<file path="src/hdl/msb_pkg.sv">
// Package for the masked sprite blitter: field widths, mode, kind and
// register codes, and the command, status and result structs.
// No dependencies.
package msb_pkg;

  // Default screen geometry and texel store size
  localparam int SCREEN_WIDTH_DEF  = 160;
  localparam int SCREEN_HEIGHT_DEF = 120;
  localparam int TEXEL_BYTES_DEF   = 4096;

  // Field widths
  localparam int MODE_W     = 2;
  localparam int SLOT_W     = 4;
  localparam int COLOR_W    = 16;
  localparam int TADDR_W    = 12;
  localparam int BYTE_W     = 8;
  localparam int KIND_W     = 2;
  localparam int ADDR_W     = 15;
  localparam int COUNT_W    = 17;
  localparam int REG_W      = 9;
  localparam int CFG_IDX_W  = 3;
  localparam int CFG_DATA_W = 17;

  // Internal widths
  localparam int COORD_W    = 12;   // signed screen coordinate, covers origin + 510
  localparam int NIB_W      = 4;
  localparam int PAL_DEPTH  = 16;
  localparam int BIT_W      = 3;    // bit position inside a mask byte
  localparam int BYTE_IDX_W = 5;    // mask byte inside a column
  localparam int PITCH_W    = 6;    // mask bytes per column, up to 32
  localparam int MAX_HEIGHT = 256;

  localparam logic [BIT_W-1:0] BIT_LAST = 3'd7;

  // Input modes
  localparam logic [MODE_W-1:0] MODE_PALETTE = 2'd0;
  localparam logic [MODE_W-1:0] MODE_TEXEL   = 2'd1;
  localparam logic [MODE_W-1:0] MODE_MASK    = 2'd2;
  localparam logic [MODE_W-1:0] MODE_START   = 2'd3;

  // Result kinds
  localparam logic [KIND_W-1:0] KIND_PIXEL = 2'd0;
  localparam logic [KIND_W-1:0] KIND_DONE  = 2'd1;
  localparam logic [KIND_W-1:0] KIND_ERROR = 2'd2;

  // Configuration register indexes
  localparam logic [CFG_IDX_W-1:0] REG_ORIGIN_X     = 3'd0;
  localparam logic [CFG_IDX_W-1:0] REG_ORIGIN_Y     = 3'd1;
  localparam logic [CFG_IDX_W-1:0] REG_SPRITE_WIDTH = 3'd2;
  localparam logic [CFG_IDX_W-1:0] REG_SPRITE_HGT   = 3'd3;
  localparam logic [CFG_IDX_W-1:0] REG_ACTIVE_COUNT = 3'd4;

  // Controller to datapath
  typedef struct packed {
    logic             accept;    // input transfer this cycle
    logic             prep;      // load per-byte screen position
    logic             step;      // process one mask bit
    logic             end_byte;  // advance byte / column, maybe end frame
    logic             flush;     // release held result as last
    logic [BIT_W-1:0] bit_idx;
  } msb_cmd_t;

  // Datapath to controller
  typedef struct packed {
    logic walk_req;   // offered item is a mask byte of a running frame
    logic bit_err;    // current bit overruns the active count
    logic out_free;   // output register can take a result this cycle
  } msb_status_t;

  typedef struct packed {
    logic [KIND_W-1:0]  kind;
    logic [ADDR_W-1:0]  addr;
    logic [COLOR_W-1:0] color;
    logic [COUNT_W-1:0] count;
  } msb_result_t;

endpackage

</file>
<file path="src/hdl/msb_ctrl.sv">
// Controller for the masked sprite blitter: sequences a mask byte through prepare,
// eight bit steps, byte end and flush; an error bit flushes early. Depends on msb_pkg.
module msb_ctrl import msb_pkg::*; (
  input  logic        clk,
  input  logic        rst,
  input  logic        in_valid,
  output logic        in_ready,
  input  msb_status_t st,
  output msb_cmd_t    cmd
);

  localparam logic [2:0] S_IDLE  = 3'd0;
  localparam logic [2:0] S_PREP  = 3'd1;
  localparam logic [2:0] S_WALK  = 3'd2;
  localparam logic [2:0] S_END   = 3'd3;
  localparam logic [2:0] S_FLUSH = 3'd4;

  logic [2:0]       state, state_next;
  logic [BIT_W-1:0] bit_idx, bit_idx_next;

  assign in_ready = (state == S_IDLE);

  // Next state and commands
  always_comb begin
    state_next   = state;
    bit_idx_next = bit_idx;
    cmd          = '0;
    cmd.bit_idx  = bit_idx;
    unique case (state)
      S_IDLE: begin
        cmd.accept = in_valid;
        if (in_valid && st.walk_req) begin
          state_next = S_PREP;
        end
      end
      S_PREP: begin
        cmd.prep     = 1'b1;
        bit_idx_next = '0;
        state_next   = S_WALK;
      end
      S_WALK: begin
        if (st.out_free) begin
          cmd.step = 1'b1;
          if (st.bit_err) begin
            state_next = S_FLUSH;
          end else if (bit_idx == BIT_LAST) begin
            state_next = S_END;
          end else begin
            bit_idx_next = bit_idx + BIT_W'(1);
          end
        end
      end
      S_END: begin
        if (st.out_free) begin
          cmd.end_byte = 1'b1;
          state_next   = S_FLUSH;
        end
      end
      S_FLUSH: begin
        if (st.out_free) begin
          cmd.flush  = 1'b1;
          state_next = S_IDLE;
        end
      end
      default: begin
        state_next = S_IDLE;
      end
    endcase
  end

  // State registers
  always_ff @(posedge clk) begin
    if (rst) begin
      state   <= S_IDLE;
      bit_idx <= '0;
    end else begin
      state   <= state_next;
      bit_idx <= bit_idx_next;
    end
  end

  // Every byte walk starts at bit position 0
  a_prep_to_walk: assert property (@(posedge clk) disable iff (rst)
    state == S_PREP |=> (state == S_WALK && bit_idx == '0))
    else $error("byte walk did not start at bit 0");

  // Input side reopens only after a flush
  a_ready_after_flush: assert property (@(posedge clk) disable iff (rst)
    $rose(in_ready) |-> $past(state) == S_FLUSH)
    else $error("input ready rose outside flush");

  // A clean step moves to the next bit
  a_bit_advance: assert property (@(posedge clk) disable iff (rst)
    (state == S_WALK && cmd.step && !st.bit_err && bit_idx != BIT_LAST)
      |=> (state == S_WALK && bit_idx == BIT_W'($past(bit_idx) + 1'b1)))
    else $error("bit position skipped");

endmodule

</file>
<file path="config.mk">
export PLATFORM = sky130hd
export DESIGN_NAME = msb_ctrl
export DESIGN_NICKNAME = d
export VERILOG_FILES = /design/src/hdl/msb_pkg.sv /design/src/hdl/msb_ctrl.sv
export SDC_FILE = /design/constraint.sdc
export NUM_CORES = 1
export LEC_CHECK = 0
export BUFFER_PORTS_ARGS = -buffer_cell sky130_fd_sc_hd__buf_4
export CAP_MARGIN = 10
export CORE_AREA = 2 2 39 41
export CTS_BUF_LIST = sky130_fd_sc_hd__clkbuf_2
export CTS_CLUSTER_SIZE = 10
export DETAILED_ROUTE_END_ITERATION = 16
export DIE_AREA = 0 0 41 43
export PLACE_DENSITY = 0.67
export RECOVER_POWER = 50
export SLEW_MARGIN = 30
export SYNTH_ARGS = -nofsm -noshare
export SYNTH_HDL_FRONTEND = slang
export SYNTH_SLANG_ARGS = --single-unit
</file>
<file path="constraint.sdc">
create_clock -name clk -period 1.45 [get_ports clk]
set_clock_uncertainty 0.05 [all_clocks]
set_input_delay 0 -clock clk [delete_from_list [all_inputs] [get_ports clk]]
set_output_delay 0 -clock clk [all_outputs]
set_load 0.05 [all_outputs]
</file>
Word-level counts from Yosys, hierarchy flattened
Cells that the tools add are included.

word-level totals
  register bits after elaboration = 6
  output and inout port bits = 9
  word-level logic and storage cells = 37
  bits of input ports = 6

cells by class
  add/subtract/negate cells = 1
  multiplexer cells = 17
  equality and inequality tests = 12
  reductions and logical operators = 5

operators with widths
  kind                   number
  $mux W3                9
  $pmux W3 S5            1
  $ne A2 B2 Y1 const B   5
  $eq A3 B2 Y1 const B   2
  $eq A3 B3 Y1 const B   2
  $mux W1                6
  $pmux W3 S2            1
  $reduce_and A5 Y1      1
  $reduce_and A4 Y1      1
  $add A3 B1 Y3 const B  1
  $eq A3 B1 Y1 const B   1
  $logic_not A3 Y1       1
  $ne A3 B3 Y1 const B   1
  $ne A2 B1 Y1 const B   1
  $reduce_bool A2 Y1     1
  $logic_and A1 B1 Y1    1

Depth between registers and ports, before layout
Gate-level depths: netlist of the first run.

  depth in word-level cells = 5
  gate-level depth with buffers = 5
  depth with buffers taken out = 5

Least setup slack after synthesis of the first run
No wires, ideal clock.

  path kind = register -> output
  start = register state[2]
  end = output cmd[7] (netlist name)
  stages on the path, launching flop included = 4
  setup slack = -0.750 ns
  buffers on the path = 1
  required time = 1.400 ns
  data arrival time = 2.150 ns
  path through = dfxtp_1 > buf_2 > nor3_1 > and2_1

RTL lines
  what                      RTL line        text
  start: declaration        msb_ctrl.sv:18  logic [2:0] state, state_next;
  start signal: assignment  msb_ctrl.sv:77  state <= state_next;
  end: declaration          msb_ctrl.sv:9   output msb_cmd_t cmd

Worst setup path in the final report of the first run
  start = register bit_idx[0]
  end = register bit_idx[2]

on the way
  cells in the longest elaborated chain, start to end = 5
  elaborated cells between the ends (all ways) = 8
  those cells by class = 1 x add/sub; 2 x eq/ne; 4 x mux; 1 x reduce/logical

RTL lines
  what                      RTL line        text
  start: declaration        msb_ctrl.sv:19  logic [BIT_W-1:0] bit_idx, bit_idx_next;
  start signal: assignment  msb_ctrl.sv:78  bit_idx <= bit_idx_next;
  $add A3 B1 Y3             msb_ctrl.sv:49  bit_idx_next = bit_idx + BIT_W'(1);
  $mux W3                   msb_ctrl.sv:46  end else if (bit_idx == BIT_LAST) begin
  $mux W3                   msb_ctrl.sv:44  if (st.bit_err) begin
  $mux W3                   msb_ctrl.sv:42  if (st.out_free) begin
  $pmux W3 S2               msb_ctrl.sv:29  unique case (state)

Parallel ways exist; a longest one is shown, timed or not. The select of a mux whose other input is x is not followed.
A chain may end at the register's enable or synchronous reset.

==> results of run 1 <==
[cell usage in the layout, fill, tap and decap left out, types with 2 or more instances in the layout]
master,n
dfxtp_1,2
nor2_1,3
nor4_1,2
ha_1,2
nand2_1,2
clkbuf_2,4
and2b_1,2
dfxtp_2,4
buf_4,13
clkbuf_1,3
nor3b_1,3
mux2_4,3
nand3b_1,3
[how the worst max path moves through the flow]
stage | end | start | slack [ns] | cells past startpoint
floorplan | cmd[7] | state[2] | -0.08 | 3
global placement | bit_idx[2] | bit_idx[0] | 0.07 | 5
detailed placement | bit_idx[2] | bit_idx[0] | 0.06 | 5
CTS | bit_idx[2] | bit_idx[0] | 0.05 | 5
global route | bit_idx[2] | bit_idx[0] | 0.004 | 5
finish | bit_idx[2] | bit_idx[0] | 0.06 | 5
[kinds of logic after synthesis]
logic type / share of synthesized area, %
AOI/OAI and AO/OA: 7.12
and+or+nand+nor: 41.8
adders and majority gates: 6.19
DFF: 29.7
muxes: 11.1
buffers and inverters: 4.02
[per-stage QoR]
step | setup slack (ns) | hold WS [ns]
2_1_floorplan | -0.0822 | 0.121
3_3_place_gp | 0.0741 | 0.200
3_5_place_dp | 0.0611 | 0.197
4_1_cts | 0.0507 | 0.0465
5_1_grt | 0.00395 | 0.0540
6_report | 0.0568 | 0.0580
[critical path: stages (launching register included)]
cell,delay [ns]
dfxtp_2,0.34
ha_1,0.20
ha_1,0.20
nor2_2,0.13
nand2_4,0.08
mux2_4,0.29
[state kept, by name (all words and copies together) (netlist names)]
register and cells:
state 3, bit_idx 3
[metal layers]
metal  global-route usage (%)  vias up  share of wire (%)
met4                     8.00        0                1.5
li1                         -      198                  -
met1                     16.4      175                 51
met3                     3.14        2                5.0
met2                     15.3       13                 42
met5                        0        -                  0
[repair_timing]
item,4_1_cts,5_1_grt
resized for setup,0,1
buffers inserted,0,0
hold buffers,1,0
endpoints found under the setup margin,0,1
endpoints found under the hold margin,2,0
[power groups by stage]
| stage | sequential (mW) | clock (mW) | combinational, mW |
|---|---|---|---|
| detailed placement | 0.229 | 0 | 0.317 |
| CTS | 0.226 | 0.145 | 0.319 |
| finish | 0.223 | 0.140 | 0.315 |
| floorplan | 0.226 | 0 | 0.234 |
| global placement | 0.229 | 0 | 0.316 |
| global route | 0.228 | 0.159 | 0.335 |
[layout make-up]
class | instances | area [sq um] | share of cell area (%)
Inverter | 1 | 3.75 | 0.647
Sequential cell | 6 | 125 | 21.6
Tap cell | 16 | 20.0 | 3.45
Multi-Input combinational cell | 34 | 293 | 50.4
Timing Repair Buffer | 17 | 119 | 20.5
Clock buffer | 4 | 20.0 | 3.45
==> flow_metrics.tcl, run 1 <==
set metrics [dict create \
    synth_area_leaders "dfxtp_1, mux2_4, ha_1" \
    rr_endpoint "bit_idx[2]" \
    grt_pass1_vias 354 \
    p_per_area_nw_per_um2 1170 \
    irDropWorstVdd_v 0.000541 \
    path_clk_slew_ns 0.07 \
    hold_viol 0 \
    fp.dieH_um 43 \
    core_sq_um 1380 \
    num_rows 14 \
    wl_per_cell_um 11.1 \
    status "completed" \
    drtIter0Drc 13 \
    setup_viol 0 \
    clock_sinks 6 \
    ant_nets 0 \
    intPower_mw 0.379 \
    routed_wl_um 866 \
    rr_startpoint "bit_idx[0]" \
    crit_arrival_ns 1.45 \
    cp.required_ns 1.50 \
    hold_depth 3 \
    grt_use_total_pct 11.8 \
    synthFlopType "dfxtp_1" \
    final_cell_count_no_fill 78 \
    critPathKind "reg -> reg" \
    hold_class "in -> reg" \
    cts_root_buf "clkbuf_2" \
    sw_frac_of_total_pct 44.1 \
    drc_errors 0 \
    dr_total_vias 388 \
    insertion_delay_ns 0.23 \
    period_needed_ns 1.39 \
    die_area_sq_um 1760 \
    initial_core_util_pct 29.2 \
    critPathLaunchType "flop" \
    firstDrtPassIters 4 \
    n_fill_cell 135 \
    power.switching_mw 0.299 \
    fin_nets 71 \
    reg2regPathDepth 5 \
    tightest_slew_ns 0.592 \
    grt-ovfl-total 0 \
    p_leak_nw 0.267 \
    setup_tns_ns 0 \
    synth_most_common_cell "dfxtp_1" \
    power_frac_comb_pct 46.5 \
    place_area_sq_um 564 \
    io_pins 15 \
    crit_fanout 4 \
    clockBufferDepth 2 \
    antenna_found_initial 0 \
    relSlewSlack_pct 60.7 \
    rsz0062_at_grt "no" \
    rrSetupSlack_ns 0.06 \
    dp_cells 73 \
    synth_nets 51 \
    cts_made_buffers 3 \
    final_design_area_no_fill_sq_um 581 \
    drive_gt1_share_pct 50.0 \
    syn2layout_area_growth_pct 43.7 \
    synth_top_area_cell "dfxtp_1" \
    synth.distinct_cells 23 \
    portBuffers 14 \
    synth-seq-cells 6 \
    antenna-diode-count 0 \
    place.gp.congestion 0.711 \
    vias_per_cell 4.97 \
    synth_edf_count 0 \
    cts_tree "yes" \
    syn_inst 43 \
    whs_endpoint "state[2]" \
    max_freq_ghz 0.718 \
    post-route-util_pct 42.0 \
    yosys_warnings 0 \
    dpl.hpwl_um 677 \
    dieWidth_um 41 \
    end_kind "flop" \
    slew_violations 0 \
    fin_crit_sh_pct 96.1 \
    synthArstFlopShare_pct 0 \
    finalPower_mw 0.678 \
    h-tree-depth 1 \
    synth_common_cells "dfxtp_1, nor2_1" \
    synthesis.area_sq_um 404 \
    yosysTopAreaCellShare_pct 29.7 \
    power_frac_clock_pct 20.6 \
    syn-mean-instance-area_sq_um 9.40 \
    min-delay-start "st[0]" \
    grt_pass1_wl_um 1440 \
    seqPwrFrac_pct 32.9 \
    ys_seq_area_share_pct 29.7 \
    grt_start_max_net_pins 11 \
    drv_cap 0 \
]
(Power assumes the default switching activity.)
==> run 2: changes to the inputs <==
==> constraint.sdc (replaced) <==
create_clock -name clk -period 1.45 [get_ports clk]
set_clock_uncertainty 0.05 [all_clocks]
set_input_delay 0.29 -clock clk [delete_from_list [all_inputs] [get_ports clk]]
set_output_delay 0.29 -clock clk [all_outputs]
set_load 0.1 [all_outputs]
==> flow_metrics.tcl, run 2 (synthesis gave the netlist of run 1 again) <==
set metrics [dict create \
    grt-ovfl-total 0 \
    dpl.hpwl_um 720 \
    cp.required_ns 1.11 \
    power_frac_clock_pct 13.0 \
    rr_endpoint "bit_idx[2]" \
    grt_pass1_vias 396 \
    path_clk_slew_ns 0.06 \
    drive_gt1_share_pct 67.7 \
    setup.worst_path.end "cmd[5]" \
    fin_crit_sh_pct 103 \
    p_per_area_nw_per_um2 1310 \
    tightest_slew_ns 0.488 \
    setup_ws_ns -0.0440 \
    fin_nets 72 \
    worst_path_largest_cell_delay_ns 0.38 \
    n_fill_cell 129 \
    antenna-diode-count 0 \
    dr_total_vias 409 \
    critPathLaunchType "flop" \
    p_leak_nw 0.302 \
    clockBufferDepth 2 \
    ant_nets 0 \
    grt_pass1_wl_um 1580 \
    vias_per_cell 5.24 \
    status "finished with violations" \
    hold_viol 0 \
    irDropWorstVdd_v 0.000568 \
    fp.dieH_um 43 \
    num_rows 14 \
    power_frac_comb_pct 61.1 \
    final_cell_mix "buf_4, dfxtp_4, buf_12" \
    dieWidth_um 41 \
    reg2regPathDepth 5 \
    seqPwrFrac_pct 25.9 \
    cts_root_buf "clkbuf_2" \
    slew_violations 0 \
    die_area_sq_um 1760 \
    sw_frac_of_total_pct 50.4 \
    setup_tns_ns -0.0836 \
    end_kind "output port" \
    cp.depth 2 \
    crit_fanout 8 \
    power.switching_mw 0.454 \
    cp_top_family "flip-flops" \
    initial_core_util_pct 29.2 \
    io_pins 15 \
    core_sq_um 1380 \
    period_needed_ns 1.49 \
    syn2layout_area_growth_pct 70.6 \
    final_common_cell "buf_4" \
    cts_made_buffers 3 \
    violations "setup timing" \
    rsz0062_at_grt "yes" \
    place.gp.congestion 0.732 \
    crit_buf_inv 1 \
    startpoint "state[0]" \
    critPathKind "reg -> out" \
    crit_chain "and4bb_4 > buf_12" \
    cts_hold_buf 0 \
    reg_top3 "bit_idx x3, state x3" \
    drv_cap 0 \
    wl_per_cell_um 13.3 \
    max_freq_ghz 0.669 \
    cts_tree "yes" \
    drtIter0Drc 13 \
    portBuffers 14 \
    h-tree-depth 1 \
    grt_use_total_pct 13.3 \
    rrSetupSlack_ns 0.06 \
    setup_viol 5 \
    relSlewSlack_pct 67.7 \
    firstDrtPassIters 4 \
    rr_startpoint "bit_idx[0]" \
    intPower_mw 0.447 \
    finalPower_mw 0.901 \
    antenna_found_initial 0 \
    hold_class "in -> reg" \
    clock_sinks 6 \
    drc_errors 0 \
    crit_arrival_ns 1.15 \
    routed_wl_um 1040 \
    insertion_delay_ns 0.23 \
    grt_start_max_net_pins 11 \
    cp_slowest_cell "dfxtp_4" \
]
==> run 2: worst min-delay path by stage <==
stage / start / to / slack [ns] / cells past startpoint
4_1_cts: rst / state[2] / 0.24 / 2
5_1_grt: rst / state[2] / 0.24 / 2
3_3_place_gp: rst / state[2] / 0.48 / 2
6_report: rst / state[2] / 0.25 / 2
2_1_floorplan: st[0] / state[2] / 0.41 / 2
3_5_place_dp: rst / state[2] / 0.48 / 2
==> run 2: final cells by class <==
class | count | area [sq um] | area share (%)
Multi-Input combinational cell | 34 | 324 | 47.0
Clock buffer | 3 | 15.0 | 2.18
Inverter | 1 | 3.75 | 0.544
Timing Repair Buffer | 18 | 186 | 27.0
Sequential cell | 6 | 140 | 20.3
Tap cell | 16 | 20.0 | 2.90
==> run 2: stage by stage <==
step                      cells  setup WS [ns]  utilization, %  area [sq um]  hold WS [ns]
after floorplan              43         -0.598               -           460         0.413
after global placement       73         0.0273            42.0           582         0.482
after detailed placement     73        -0.0104            42.0           582         0.485
after CTS                    78        -0.0418            49.4           683         0.243
after global routing         78        -0.0794            49.8           689         0.244
final                        78        -0.0440            49.8           689         0.247
==> run 2: timing repair <==
action | in CTS | in global routing
setup buffers | 2 | 0
pin swaps | 2 | 2
endpoints found under the setup margin | 8 | 9
resized for setup | 19 | 4
==> run 2: power by group through the flow <==
stage	clock [mW]	combinational [mW]	sequential [mW]
floorplan	0	0.369	0.235
global placement	0	0.473	0.233
detailed placement	0	0.478	0.233
CTS	0.119	0.548	0.230
global route	0.129	0.572	0.238
finish	0.117	0.550	0.233
==> run 2: per-layer routing <==
| layer | wire length [um] | global-route usage [%] | vias up | share of wire (%) |
|---|---|---|---|---|
| li1 | - | - | 198 | - |
| met1 | 483 | 18.3 | 193 | 46 |
| met2 | 501 | 18.8 | 18 | 48 |
| met3 | 55 | 3.14 | 0 | 5.3 |
| met4 | 0 | 6.00 | 0 | 0 |
| met5 | 0 | 0 | - | 0 |
